## config.mk

```make
export PLATFORM = sky130hd
export DESIGN_NAME = flac_predictor_restore_core
export DESIGN_NICKNAME = d
export VERILOG_FILES = /design/src/rtl/flacpr_pkg.sv /design/src/rtl/flacpr_store.sv /design/src/rtl/flacpr_mac.sv /design/src/rtl/flac_predictor_restore_core.sv
export VERILOG_INCLUDE_DIRS = /design/src /design/src/rtl
export SDC_FILE = /design/constraint.sdc
export NUM_CORES = 2
export LEC_CHECK = 0
export ABC_AREA = 1
export BUFFER_PORTS_ARGS = -buffer_cell sky130_fd_sc_hd__buf_2
export CAP_MARGIN = 20
export CORE_UTILIZATION = 43
export CTS_CLUSTER_SIZE = 8
export DETAILED_ROUTE_END_ITERATION = 6
export GPL_ROUTABILITY_DRIVEN = 0
export SLEW_MARGIN = 20
export SYNTH_ARGS = -nofsm -noshare
export SYNTH_HDL_FRONTEND = slang
export SYNTH_SLANG_ARGS = --single-unit
```

## constraint.sdc

```tcl
create_clock -name i_clk -period 110.6 [get_ports i_clk]
set_input_delay 5.53 -clock i_clk [delete_from_list [all_inputs] [get_ports i_clk]]
set_output_delay 5.53 -clock i_clk [all_outputs]
set_load 0.02 [all_outputs]
```

## src/rtl/assert_macros.svh

```systemverilog
// assertion macros for the rtl, used by the top-level core
`ifndef ASSERT_MACROS_SVH
`define ASSERT_MACROS_SVH

// same-cycle implication, checked at every clock edge out of reset
`define ASSERT_IMPL(label, ante, cons, msg) \
    label: assert property (@(posedge i_clk) disable iff (!i_rst_n) (ante) |-> (cons)) \
        else $error(msg);

// next-cycle implication
`define ASSERT_NEXT(label, ante, cons, msg) \
    label: assert property (@(posedge i_clk) disable iff (!i_rst_n) (ante) |=> (cons)) \
        else $error(msg);

`endif

```

## src/rtl/flacpr_pkg.sv

```systemverilog
// shared types, constants and the fixed predictor table
package flacpr_pkg;

    localparam int MAX_ORDER = 32;
    localparam int COEF_BITS = 16;

    localparam int TAP_W  = $clog2(MAX_ORDER);
    localparam int ORD_W  = $clog2(MAX_ORDER + 1);
    localparam int PROD_W = 32 + COEF_BITS;
    localparam int ACC_W  = PROD_W + TAP_W + 1;

    localparam int CFG_ADDR_W = 3;
    localparam int CFG_DATA_W = 17;

    localparam logic [CFG_ADDR_W-1:0] REG_MODE   = 3'd0;
    localparam logic [CFG_ADDR_W-1:0] REG_ORDER  = 3'd1;
    localparam logic [CFG_ADDR_W-1:0] REG_QSHIFT = 3'd2;
    localparam logic [CFG_ADDR_W-1:0] REG_WASTED = 3'd3;
    localparam logic [CFG_ADDR_W-1:0] REG_BLKLEN = 3'd4;

    localparam logic [1:0] KIND_COEF  = 2'd0;
    localparam logic [1:0] KIND_WARM  = 2'd1;
    localparam logic [1:0] KIND_RESID = 2'd2;

    localparam logic MODE_FIXED = 1'b0;
    localparam logic MODE_LPC   = 1'b1;

    localparam logic [5:0] FIXED_MAX_ORDER = 6'd4;

    typedef struct packed {
        logic [1:0]         kind;
        logic signed [31:0] value;
        logic [4:0]         coef_index;
    } t_in_beat;

    typedef struct packed {
        logic signed [31:0] sample;
        logic               error;
        logic               last_of_block;
    } t_out_beat;

    typedef struct packed {
        logic clr;
        logic load;
    } t_mac_ctl;

    // polynomial predictor taps, newest sample at tap 0
    function automatic logic signed [COEF_BITS-1:0] fixed_coef(
        input logic [2:0]       order,
        input logic [TAP_W-1:0] tap
    );
        logic signed [COEF_BITS-1:0] c;
        c = '0;
        case (order)
            3'd1: begin
                if (tap == TAP_W'(0)) c = COEF_BITS'(1);
            end
            3'd2: begin
                if (tap == TAP_W'(0)) c = COEF_BITS'(2);
                if (tap == TAP_W'(1)) c = COEF_BITS'(-1);
            end
            3'd3: begin
                if (tap == TAP_W'(0)) c = COEF_BITS'(3);
                if (tap == TAP_W'(1)) c = COEF_BITS'(-3);
                if (tap == TAP_W'(2)) c = COEF_BITS'(1);
            end
            3'd4: begin
                if (tap == TAP_W'(0)) c = COEF_BITS'(4);
                if (tap == TAP_W'(1)) c = COEF_BITS'(-6);
                if (tap == TAP_W'(2)) c = COEF_BITS'(4);
                if (tap == TAP_W'(3)) c = COEF_BITS'(-1);
            end
            default: c = '0;
        endcase
        return c;
    endfunction

endpackage

```

## src/rtl/flacpr_store.sv

```systemverilog
// sample history shift line and lpc coefficient registers
module flacpr_store
    import flacpr_pkg::*;
(
    input  logic                        i_clk,
    input  logic                        i_rst_n,
    input  logic                        i_coef_we,
    input  logic [TAP_W-1:0]            i_coef_idx,
    input  logic signed [COEF_BITS-1:0] i_coef_data,
    input  logic                        i_push,
    input  logic [31:0]                 i_push_data,
    input  logic [TAP_W-1:0]            i_rd_tap,
    output logic signed [31:0]          o_hist_rd,
    output logic signed [COEF_BITS-1:0] o_coef_rd
);

    logic [31:0]                 r_hist [MAX_ORDER];
    logic signed [COEF_BITS-1:0] r_coef [MAX_ORDER];

    always_ff @(posedge i_clk) begin
        if (!i_rst_n) begin
            for (int i = 0; i < MAX_ORDER; i++) r_hist[i] <= '0;
        end else if (i_push) begin
            r_hist[0] <= i_push_data;
            for (int i = 1; i < MAX_ORDER; i++) r_hist[i] <= r_hist[i-1];
        end
    end

    always_ff @(posedge i_clk) begin
        if (i_coef_we) begin
            r_coef[i_coef_idx] <= i_coef_data;
        end
    end

    assign o_hist_rd = $signed(r_hist[i_rd_tap]);
    assign o_coef_rd = r_coef[i_rd_tap];

endmodule

```

## src/rtl/flacpr_mac.sv

```systemverilog
// shared multiply-accumulate unit, product registered before the add
module flacpr_mac
    import flacpr_pkg::*;
(
    input  logic                        i_clk,
    input  logic                        i_rst_n,
    input  t_mac_ctl                    i_ctl,
    input  logic signed [31:0]          i_a,
    input  logic signed [COEF_BITS-1:0] i_b,
    output logic signed [ACC_W-1:0]     o_acc
);

    logic signed [PROD_W-1:0] r_prod;
    logic                     r_prod_vld;
    logic signed [ACC_W-1:0]  r_acc;

    always_ff @(posedge i_clk) begin
        if (!i_rst_n) begin
            r_prod_vld <= 1'b0;
        end else if (i_ctl.clr) begin
            r_prod_vld <= 1'b0;
        end else begin
            r_prod_vld <= i_ctl.load;
        end
    end

    always_ff @(posedge i_clk) begin
        if (i_ctl.load) begin
            r_prod <= i_a * i_b;
        end
    end

    always_ff @(posedge i_clk) begin
        if (i_ctl.clr) begin
            r_acc <= '0;
        end else if (r_prod_vld) begin
            r_acc <= r_acc + ACC_W'(r_prod);
        end
    end

    assign o_acc = r_acc;

endmodule

```

## src/rtl/flac_predictor_restore_core.sv

```systemverilog
// top level: sequencer, config registers, sample count and output register
//
//  channel | signals                         | beat taken when
//  --------+---------------------------------+-----------------------------
//  in      | i_in_valid o_in_stall i_in      | i_in_valid && !o_in_stall
//  out     | o_out_valid i_out_stall o_out   | o_out_valid && !i_out_stall
//  cfg     | i_cfg_we i_cfg_addr i_cfg_wdata | i_cfg_we
//
// coefficient beats are written in idle; warm-ups pass predict and finish; residuals
// with n taps (1..32) pass multiply, flush, predict and finish, or only predict and
// finish with no taps (order 0, or fixed above 4); one tap a cycle on the multiplier
// reset is synchronous, active low: history zero, count zero, registers to
// defaults; coefficients hold no reset value until written
// a held result stalls the sequencer in its final step until the beat leaves

`include "assert_macros.svh"

module flac_predictor_restore_core
    import flacpr_pkg::*;
(
    input  logic                  i_clk,
    input  logic                  i_rst_n,
    input  logic                  i_cfg_we,
    input  logic [CFG_ADDR_W-1:0] i_cfg_addr,
    input  logic [CFG_DATA_W-1:0] i_cfg_wdata,
    input  logic                  i_in_valid,
    output logic                  o_in_stall,
    input  t_in_beat              i_in,
    output logic                  o_out_valid,
    input  logic                  i_out_stall,
    output t_out_beat             o_out
);

    typedef enum logic [4:0] {
        S_IDLE  = 5'b00001,
        S_MAC   = 5'b00010,
        S_FLUSH = 5'b00100,
        S_PRED  = 5'b01000,
        S_FIN   = 5'b10000
    } t_state;

    t_state r_state, n_state;

    logic        r_mode;
    logic [5:0]  r_order;
    logic [4:0]  r_qshift;
    logic [4:0]  r_wasted;
    logic [16:0] r_blklen;
    logic [16:0] r_count;

    logic [TAP_W-1:0]   r_tap;
    logic [ORD_W-1:0]   r_ntaps;
    logic               r_err;
    logic               r_resid;
    logic [31:0]        r_val;
    logic [31:0]        r_pred;
    t_out_beat          r_out;
    logic               r_out_vld;

    logic                        in_acc;
    logic                        is_sample;
    logic                        fix_err;
    logic [ORD_W-1:0]            lpc_taps;
    logic [ORD_W-1:0]            new_taps;
    logic                        fin_go;
    logic [31:0]                 s_val;
    logic [16:0]                 blk_len;
    logic [16:0]                 cnt_inc;
    logic                        cnt_last;
    t_mac_ctl                    mac_ctl;
    logic signed [31:0]          hist_rd;
    logic signed [COEF_BITS-1:0] coef_rd;
    logic signed [COEF_BITS-1:0] mac_b;
    logic signed [ACC_W-1:0]     acc;
    logic [4:0]                  shamt;
    logic signed [ACC_W-1:0]     acc_sh;
    logic                        coef_we;

    assign o_in_stall = (r_state != S_IDLE);
    assign in_acc     = i_in_valid && !o_in_stall;
    assign is_sample  = (i_in.kind == KIND_WARM) || (i_in.kind == KIND_RESID);
    assign coef_we    = in_acc && (i_in.kind == KIND_COEF) && (int'(i_in.coef_index) < MAX_ORDER);
    assign fix_err    = (r_mode == MODE_FIXED) && (r_order > FIXED_MAX_ORDER);

    assign lpc_taps = (int'(r_order) > MAX_ORDER) ? ORD_W'(MAX_ORDER) : ORD_W'(r_order);
    always_comb begin
        if (fix_err || i_in.kind != KIND_RESID) begin
            new_taps = '0;
        end else begin
            new_taps = lpc_taps;
        end
    end

    // configuration writes
    always_ff @(posedge i_clk) begin
        if (!i_rst_n) begin
            r_mode   <= MODE_FIXED;
            r_order  <= '0;
            r_qshift <= '0;
            r_wasted <= '0;
            r_blklen <= 17'd4096;
        end else if (i_cfg_we) begin
            case (i_cfg_addr)
                REG_MODE:   r_mode   <= i_cfg_wdata[0];
                REG_ORDER:  r_order  <= i_cfg_wdata[5:0];
                REG_QSHIFT: r_qshift <= i_cfg_wdata[4:0];
                REG_WASTED: r_wasted <= i_cfg_wdata[4:0];
                REG_BLKLEN: r_blklen <= i_cfg_wdata[16:0];
                default: ;
            endcase
        end
    end

    // sequencer
    assign fin_go = (r_state == S_FIN) && (!r_out_vld || !i_out_stall);

    always_comb begin
        n_state = r_state;
        case (r_state)
            S_IDLE: begin
                if (in_acc && is_sample) begin
                    n_state = (new_taps == '0) ? S_PRED : S_MAC;
                end
            end
            S_MAC: begin
                if (r_tap == TAP_W'(r_ntaps - ORD_W'(1))) n_state = S_FLUSH;
            end
            S_FLUSH: n_state = S_PRED;
            S_PRED:  n_state = S_FIN;
            S_FIN: begin
                if (fin_go) n_state = S_IDLE;
            end
            default: n_state = S_IDLE;
        endcase
    end

    always_ff @(posedge i_clk) begin
        if (!i_rst_n) begin
            r_state <= S_IDLE;
        end else begin
            r_state <= n_state;
        end
    end

    always_ff @(posedge i_clk) begin
        if (in_acc && is_sample) begin
            r_tap   <= '0;
            r_ntaps <= new_taps;
            r_err   <= fix_err;
            r_resid <= (i_in.kind == KIND_RESID);
            r_val   <= i_in.value;
        end else if (r_state == S_MAC) begin
            r_tap <= r_tap + TAP_W'(1);
        end
    end

    // shared multiply-accumulate
    assign mac_ctl.clr  = in_acc && is_sample;
    assign mac_ctl.load = (r_state == S_MAC);
    assign mac_b = (r_mode == MODE_LPC) ? coef_rd : fixed_coef(r_order[2:0], r_tap);

    flacpr_store u_store (
        .i_clk       (i_clk),
        .i_rst_n     (i_rst_n),
        .i_coef_we   (coef_we),
        .i_coef_idx  (TAP_W'(i_in.coef_index)),
        .i_coef_data (i_in.value[COEF_BITS-1:0]),
        .i_push      (fin_go && !r_err),
        .i_push_data (s_val),
        .i_rd_tap    (r_tap),
        .o_hist_rd   (hist_rd),
        .o_coef_rd   (coef_rd)
    );

    flacpr_mac u_mac (
        .i_clk   (i_clk),
        .i_rst_n (i_rst_n),
        .i_ctl   (mac_ctl),
        .i_a     (hist_rd),
        .i_b     (mac_b),
        .o_acc   (acc)
    );

    // quantization shift applies to lpc only
    assign shamt  = (r_mode == MODE_LPC) ? r_qshift : 5'd0;
    assign acc_sh = acc >>> shamt;

    always_ff @(posedge i_clk) begin
        if (r_state == S_PRED) begin
            r_pred <= acc_sh[31:0];
        end
    end

    assign s_val = r_resid ? (r_val + r_pred) : r_val;

    // block position
    assign blk_len  = (r_blklen == '0) ? 17'd1 : r_blklen;
    assign cnt_inc  = r_count + 17'd1;
    assign cnt_last = (cnt_inc == blk_len);

    always_ff @(posedge i_clk) begin
        if (!i_rst_n) begin
            r_count <= '0;
        end else if (fin_go) begin
            r_count <= cnt_last ? 17'd0 : cnt_inc;
        end
    end

    // output register
    always_ff @(posedge i_clk) begin
        if (!i_rst_n) begin
            r_out_vld <= 1'b0;
        end else if (fin_go) begin
            r_out_vld <= 1'b1;
        end else if (!i_out_stall) begin
            r_out_vld <= 1'b0;
        end
    end

    always_ff @(posedge i_clk) begin
        if (fin_go) begin
            r_out.sample        <= r_err ? 32'sd0 : $signed(s_val << r_wasted);
            r_out.error         <= r_err;
            r_out.last_of_block <= cnt_last;
        end
    end

    assign o_out_valid = r_out_vld;
    assign o_out       = r_out;

    `ASSERT_IMPL(a_tap_in_range, r_state == S_MAC,
        (r_ntaps != '0) && (int'(r_tap) < int'(r_ntaps)), "tap counter past tap count")
    `ASSERT_IMPL(a_err_zero, o_out_valid && o_out.error,
        o_out.sample == 32'sd0, "error result carries a nonzero sample")
    `ASSERT_NEXT(a_sample_busy, in_acc && is_sample,
        r_state != S_IDLE, "sample beat accepted without leaving idle")
    `ASSERT_NEXT(a_fin_result, fin_go, o_out_valid, "finished sample not presented")

endmodule

```

# After elaboration in Yosys (flattened, before gate mapping)

Memory sizes are Yosys's and may differ from the RTL's. A register that Yosys moved wholly into a read port is not among the register bits.
Cells that the tools add are included.

Bits in registers: 270
Latch bits: 0
Bits in writable memories: 1536
Memory bits (read-only): 0
Input port bits: 64
Output and inout port bits: 36
Memories: 2

$add $sub $neg: 5
Multiply operators: 1
Div/mod/pow operators: 0
Magnitude comparators: 2
Equal/unequal tests: 26
Shift-type cells: 2
Mux-type cells: 67
Bitwise logic cells: 34
Reductions and logical operators: 25

Memory list:

| memory         | words | width | read ports | clocked after Yosys merged registers in | wr ports | line               | text |
|---|---|---|---|---|---|---|---|
| u_store.r_hist | 32    | 32    | 32         | 1                                       | 32       | flacpr_store.sv:17 | `logic [31:0] r_hist [MAX_ORDER];` |
| u_store.r_coef | 32    | 16    | 1          | 1                                       | 1        | flacpr_store.sv:18 | `logic signed [COEF_BITS-1:0] r_coef [MAX_ORDER];` |

Operators by type and width:

| operator                                                         | number |
|---|---|
| 32-bit two-way mux                                               | 33 |
| 16-bit two-way mux                                               | 7 |
| 16-bit one-hot mux with 4 select lines                           | 1 |
| 54-bit by 48-bit adder with 54-bit output                        | 1 |
| 54-bit by 5-bit >>> shifter with 32-bit output                   | 1 |
| 32-bit by 16-bit multiplier with 48-bit output                   | 1 |
| 5-bit two-way mux                                                | 8 |
| 17-bit two-way mux                                               | 2 |
| 32-bit adder                                                     | 1 |
| 1-bit OR                                                         | 32 |
| 32-bit by 5-bit << shifter with 32-bit output                    | 1 |
| 5-bit one-hot mux with 5 select lines                            | 1 |
| 17-bit by 1-bit adder with 17-bit output (second input constant) | 1 |
| 17-bit == test                                                   | 1 |
| 17-bit logical NOT                                               | 1 |
| 5-bit by 2-bit == test with 1-bit output (second input constant) | 3 |
| 3-bit by 2-bit == test with 1-bit output (second input constant) | 4 |
| 6-bit two-way mux                                                | 2 |
| 5-bit by 1-bit == test with 1-bit output (second input constant) | 2 |
| 2-bit AND reduction                                              | 5 |
| 1-bit two-way mux                                                | 9 |
| 2-bit inequality test (second input constant)                    | 4 |
| 3-bit by 1-bit == test with 1-bit output (second input constant) | 2 |
| 3-bit == test (second input constant)                            | 2 |
| 25 further kinds                                                 | 37 |

# Depth between registers and ports, before layout

Depth in word-level cells: 8
Depth in mapped cells: 40
Depth with buffers taken out: 35

# Modules after synthesis

From an unflattened synthesis, not the netlist that was laid out.

Cells, all modules: 13259
Area, all modules: 110654.9 sq um

Modules (own cells, without submodules):

| module                      | instances | cells each | area each (sq um) |
|---|---|---|---|
| flacpr_store                | 1         | 7395       | 70054.7 |
| flacpr_mac                  | 1         | 3684       | 26822.0 |
| flac_predictor_restore_core | 1         | 2180       | 13778.2 |

# Worst setup path before layout

OpenSTA, ideal clock, no wires.

Path type: input port to flip-flop
From: input port i_out_stall
To: memory u_store.r_hist[0][0] (enable)
Library setup time: 3.840 ns
Arrival: 77.395 ns
Data required time: 106.760 ns
Path slack: 29.365 ns
Stages on the path: 6
Cells stage by stage: nand2_1 inv_1 nor2_1 inv_1 clkbuf_1 o21ai_0

RTL lines:

| element     | line                              | text |
|---|---|---|
| from (decl) | flac_predictor_restore_core.sv:30 | `input logic i_out_stall,` |
| to (decl)   | flacpr_store.sv:17                |  |

==> results.json <==
{
  "status": "finished clean",
  "fin_skew_ns": 0.09290,
  "finalHoldViolCount": 0,
  "initial_core_util_pct": 43.21,
  "route.detailed.wl_per_inst_um": 19.62,
  "period_minus_slack_ns": 10.98,
  "seq_area_um2": 53180,
  "io_buffers": 99,
  "num_vias": 80357,
  "p_comb_share_pct": 13.5,
  "p_seq_share_pct": 44.7,
  "ant_nets": 0,
  "hpwl_um": 191200,
  "grt.overflow.total": 0,
  "synth_most_common_cell": "inv_1",
  "power_switching_uw": 472.5,
  "cp_data_arrival_time_ns": 11.63,
  "ys_top_cells_by_count": "2058 x inv_1, 1933 x nand2_1, 1689 x edfxtp_1, 1585 x nor2_1, 994 x o21ai_0",
  "ios": 100,
  "cts.htree.levels": 5,
  "grt_max_degree": 236,
  "cts_inserted_buffers": 278,
  "end_kind": "register",
  "ir_drop_v": 0.00001232,
  "grt_use_total_pct": 23.39,
  "setup_viol": 0,
  "p_per_area_nw_per_um2": 15.24,
  "cts_sinks": 1811,
  "drt_wl_total_um": 292400,
  "hold_path_class": "register to register",
  "criticalPathCategory": "register to register",
  "die_h_um": 498.9,
  "die_area_um2": 248900,
  "leakage_uw": 0.05139,
  "core_area_um2": 245700,
  "rsz0062_at_grt": "no",
  "regToRegSetupSlack_ns": 99.62,
  "holdBufCountCts": 0,
  "p_int_uw": 1305,
  "synthTopCellsByArea": "edfxtp_1 48%, fa_1 9.2%, inv_1 7.3%, nand2_1 6.8%, nor2_1 5.6%",
  "cts_setup_buffers": 0,
  "fillCellCount": 22987,
  "design_area_um2": 116600,
  "cts_resized": 0,
  "cp-start-kind": "register",
  "first_global_vias": 78326,
  "route.detailed.drc": 0,
  "post-route-period-util_pct": 9.927,
  "hp-start": "r_count[15]",
  "cts_tree": "done",
  "required_ns": 111.25,
  "cap_viol_max_count": 0,
  "cp_slowest_stage_delay_ns": 0.81,
  "synth_top_cell_area_share_pct": 47.77,
  "tns_ns": 0,
  "clk_pin_slew_worst_paths_ns": 0.05,
  "met2_usage_pct": 37.13,
  "grt_pass1_wl_um": 455500,
  "fp-row-count": 182,
  "max_freq_mhz": 91.08,
  "fin_util_pct": 47.45,
  "yosysWarnings": 0,
  "async_flop_share_pct": 0,
  "crit_path_max_fanout": 122,
  "clk_path_buf_depth": 4,
  "synth_cells": 11718,
  "clk_latency_ns": 0.98,
  "dr.pass1.iters": 6,
  "synth_largest_area_cell": "edfxtp_1",
  "synth_seq_area_share_pct": 50.07,
  "met1_usage_pct": 32.16,
  "swShare_pct": 26.58,
  "holdWs_ns": 0.4768,
  "tightestPinTransition_ns": 1.165,
  "mappedNetlistNets": 12476,
  "slew_viol_final": 0,
  "final_nets": 12372,
  "cts-root-buf": "clkbuf_16",
  "relSlewSlack_pct": 21.97,
  "slowest_stage": "buf_4",
  "vias_per_cell": 5.393,
  "synthToLayoutAreaGrowth_pct": 9.826,
  "drive_gt1_share_pct": 5.678,
  "grt_util_met3_pct": 3.530,
  "avgSynthCellArea_um2": 9.060,
  "synth_ff_type": "edfxtp_1",
  "die_w_um": 498.9,
  "synth-seq-cells": 1811,
  "multi_input_area_um2": 42530,
  "top_usage_layer": "met2",
  "place_area_um2": 109100,
  "syn_area_um2": 106200,
  "drt_iter0_markers": 7648,
  "antenna_found_initial": 8,
  "p_clk_share_pct": 41.8,
  "synth_cell_types": 67,
  "synth_edf_count": 1689
}
flip-flops by register name, indices dropped and copies added, names as in the netlist, 5 cells and up, named ones only:
name / cells
r_order: 6
r_qshift: 5
r_ntaps: 5
r_pred: 32
r_wasted: 5
r_count: 17
u_store.r_coef: 512
u_mac.r_prod: 48
r_val: 32
r_tap: 5
u_store.r_hist: 1024
u_mac.o_acc: 54
r_blklen: 17
o_out: 34
r_state: 5
final timing paths:
check / to / depth (start not counted)
setup / recovery: u_mac.r_prod[47] / 33
hold / removal: r_count[15] / 2
setup reg to reg: u_mac.r_prod[47] / 33
hold reg to reg: r_count[15] / 2
per-layer routing:
metal	wire length [µm]	share of wire (%)
met1	126700	43
met2	134500	46
met3	19560	6.7
met4	11630	4.0
met5	27	0.0092
power by group through the flow:
stage                     Combinational (µW)  Clock [µW]  Sequential, µW
after floorplan                          163           0             854
after global placement                   234           0             807
after detailed placement                 237           0             808
after CTS                                239         758             795
after global routing                     268         783             797
final                                    240         743             795
logic make-up after synthesis:
group	synth area share, %
AOI/OAI and AO/OA	11.26
xor gates and xnor gates	1.129
adders and majority gates	11.64
buffers and inverters	9.952
DFF	50.07
muxes	0.1320
and+or+nand+nor	15.82
critical path: cells and delay by family, from the launching register on:
kind	cells	cell delay [ns]
buffers and inverters	11	4.08
adder cells (fa/ha/maj)	7	3.47
AO/OA/AOI/OAI	10	1.89
flip-flops	1	0.48
AND/OR/NAND/NOR	4	0.42
XOR/XNOR	1	0.16
final cells by class:
class                           count  share of cell area [%]
Inverter                         2095                   6.764
Antenna cell                        4                0.008585
Timing Repair Buffer              224                   1.357
Clock inverter                     13                  0.1116
Multi-Input combinational cell   7204                   36.47
Sequential cell                  1811                   45.61
Tap cell                         3220                   3.455
Clock buffer                      329                   6.222
cell usage in the layout, fill, tap and decap left out, types with 20 or more instances in the layout:
cell / instances
dfxtp_1: 117
nor3_1: 25
fa_1: 489
o21ai_1: 47
clkbuf_16: 283
nor2_1: 1576
a31oi_1: 31
xor2_1: 84
nand3_1: 552
o22ai_1: 175
edfxtp_1: 1689
inv_1: 2055
clkbuf_1: 46
ha_1: 205
nand2_1: 1932
buf_4: 114
buf_2: 98
a21oi_1: 673
nor4_1: 20
o211ai_1: 51
or2_2: 25
inv_2: 34
a32o_1: 39
o21ai_0: 992
o21a_1: 20
xnor2_1: 51
metrics by stage:
stage	instances	total power (µW)	setup WS, ns
2_1_floorplan	11718	1017	29.36
3_3_place_gp	14551	1041	99.56
5_1_grt	14897	1848	98.92
4_1_cts	14893	1792	99.69
3_5_place_dp	14551	1044	99.43
6_report	14900	1777	99.62
(Power assumes the default switching activity.)
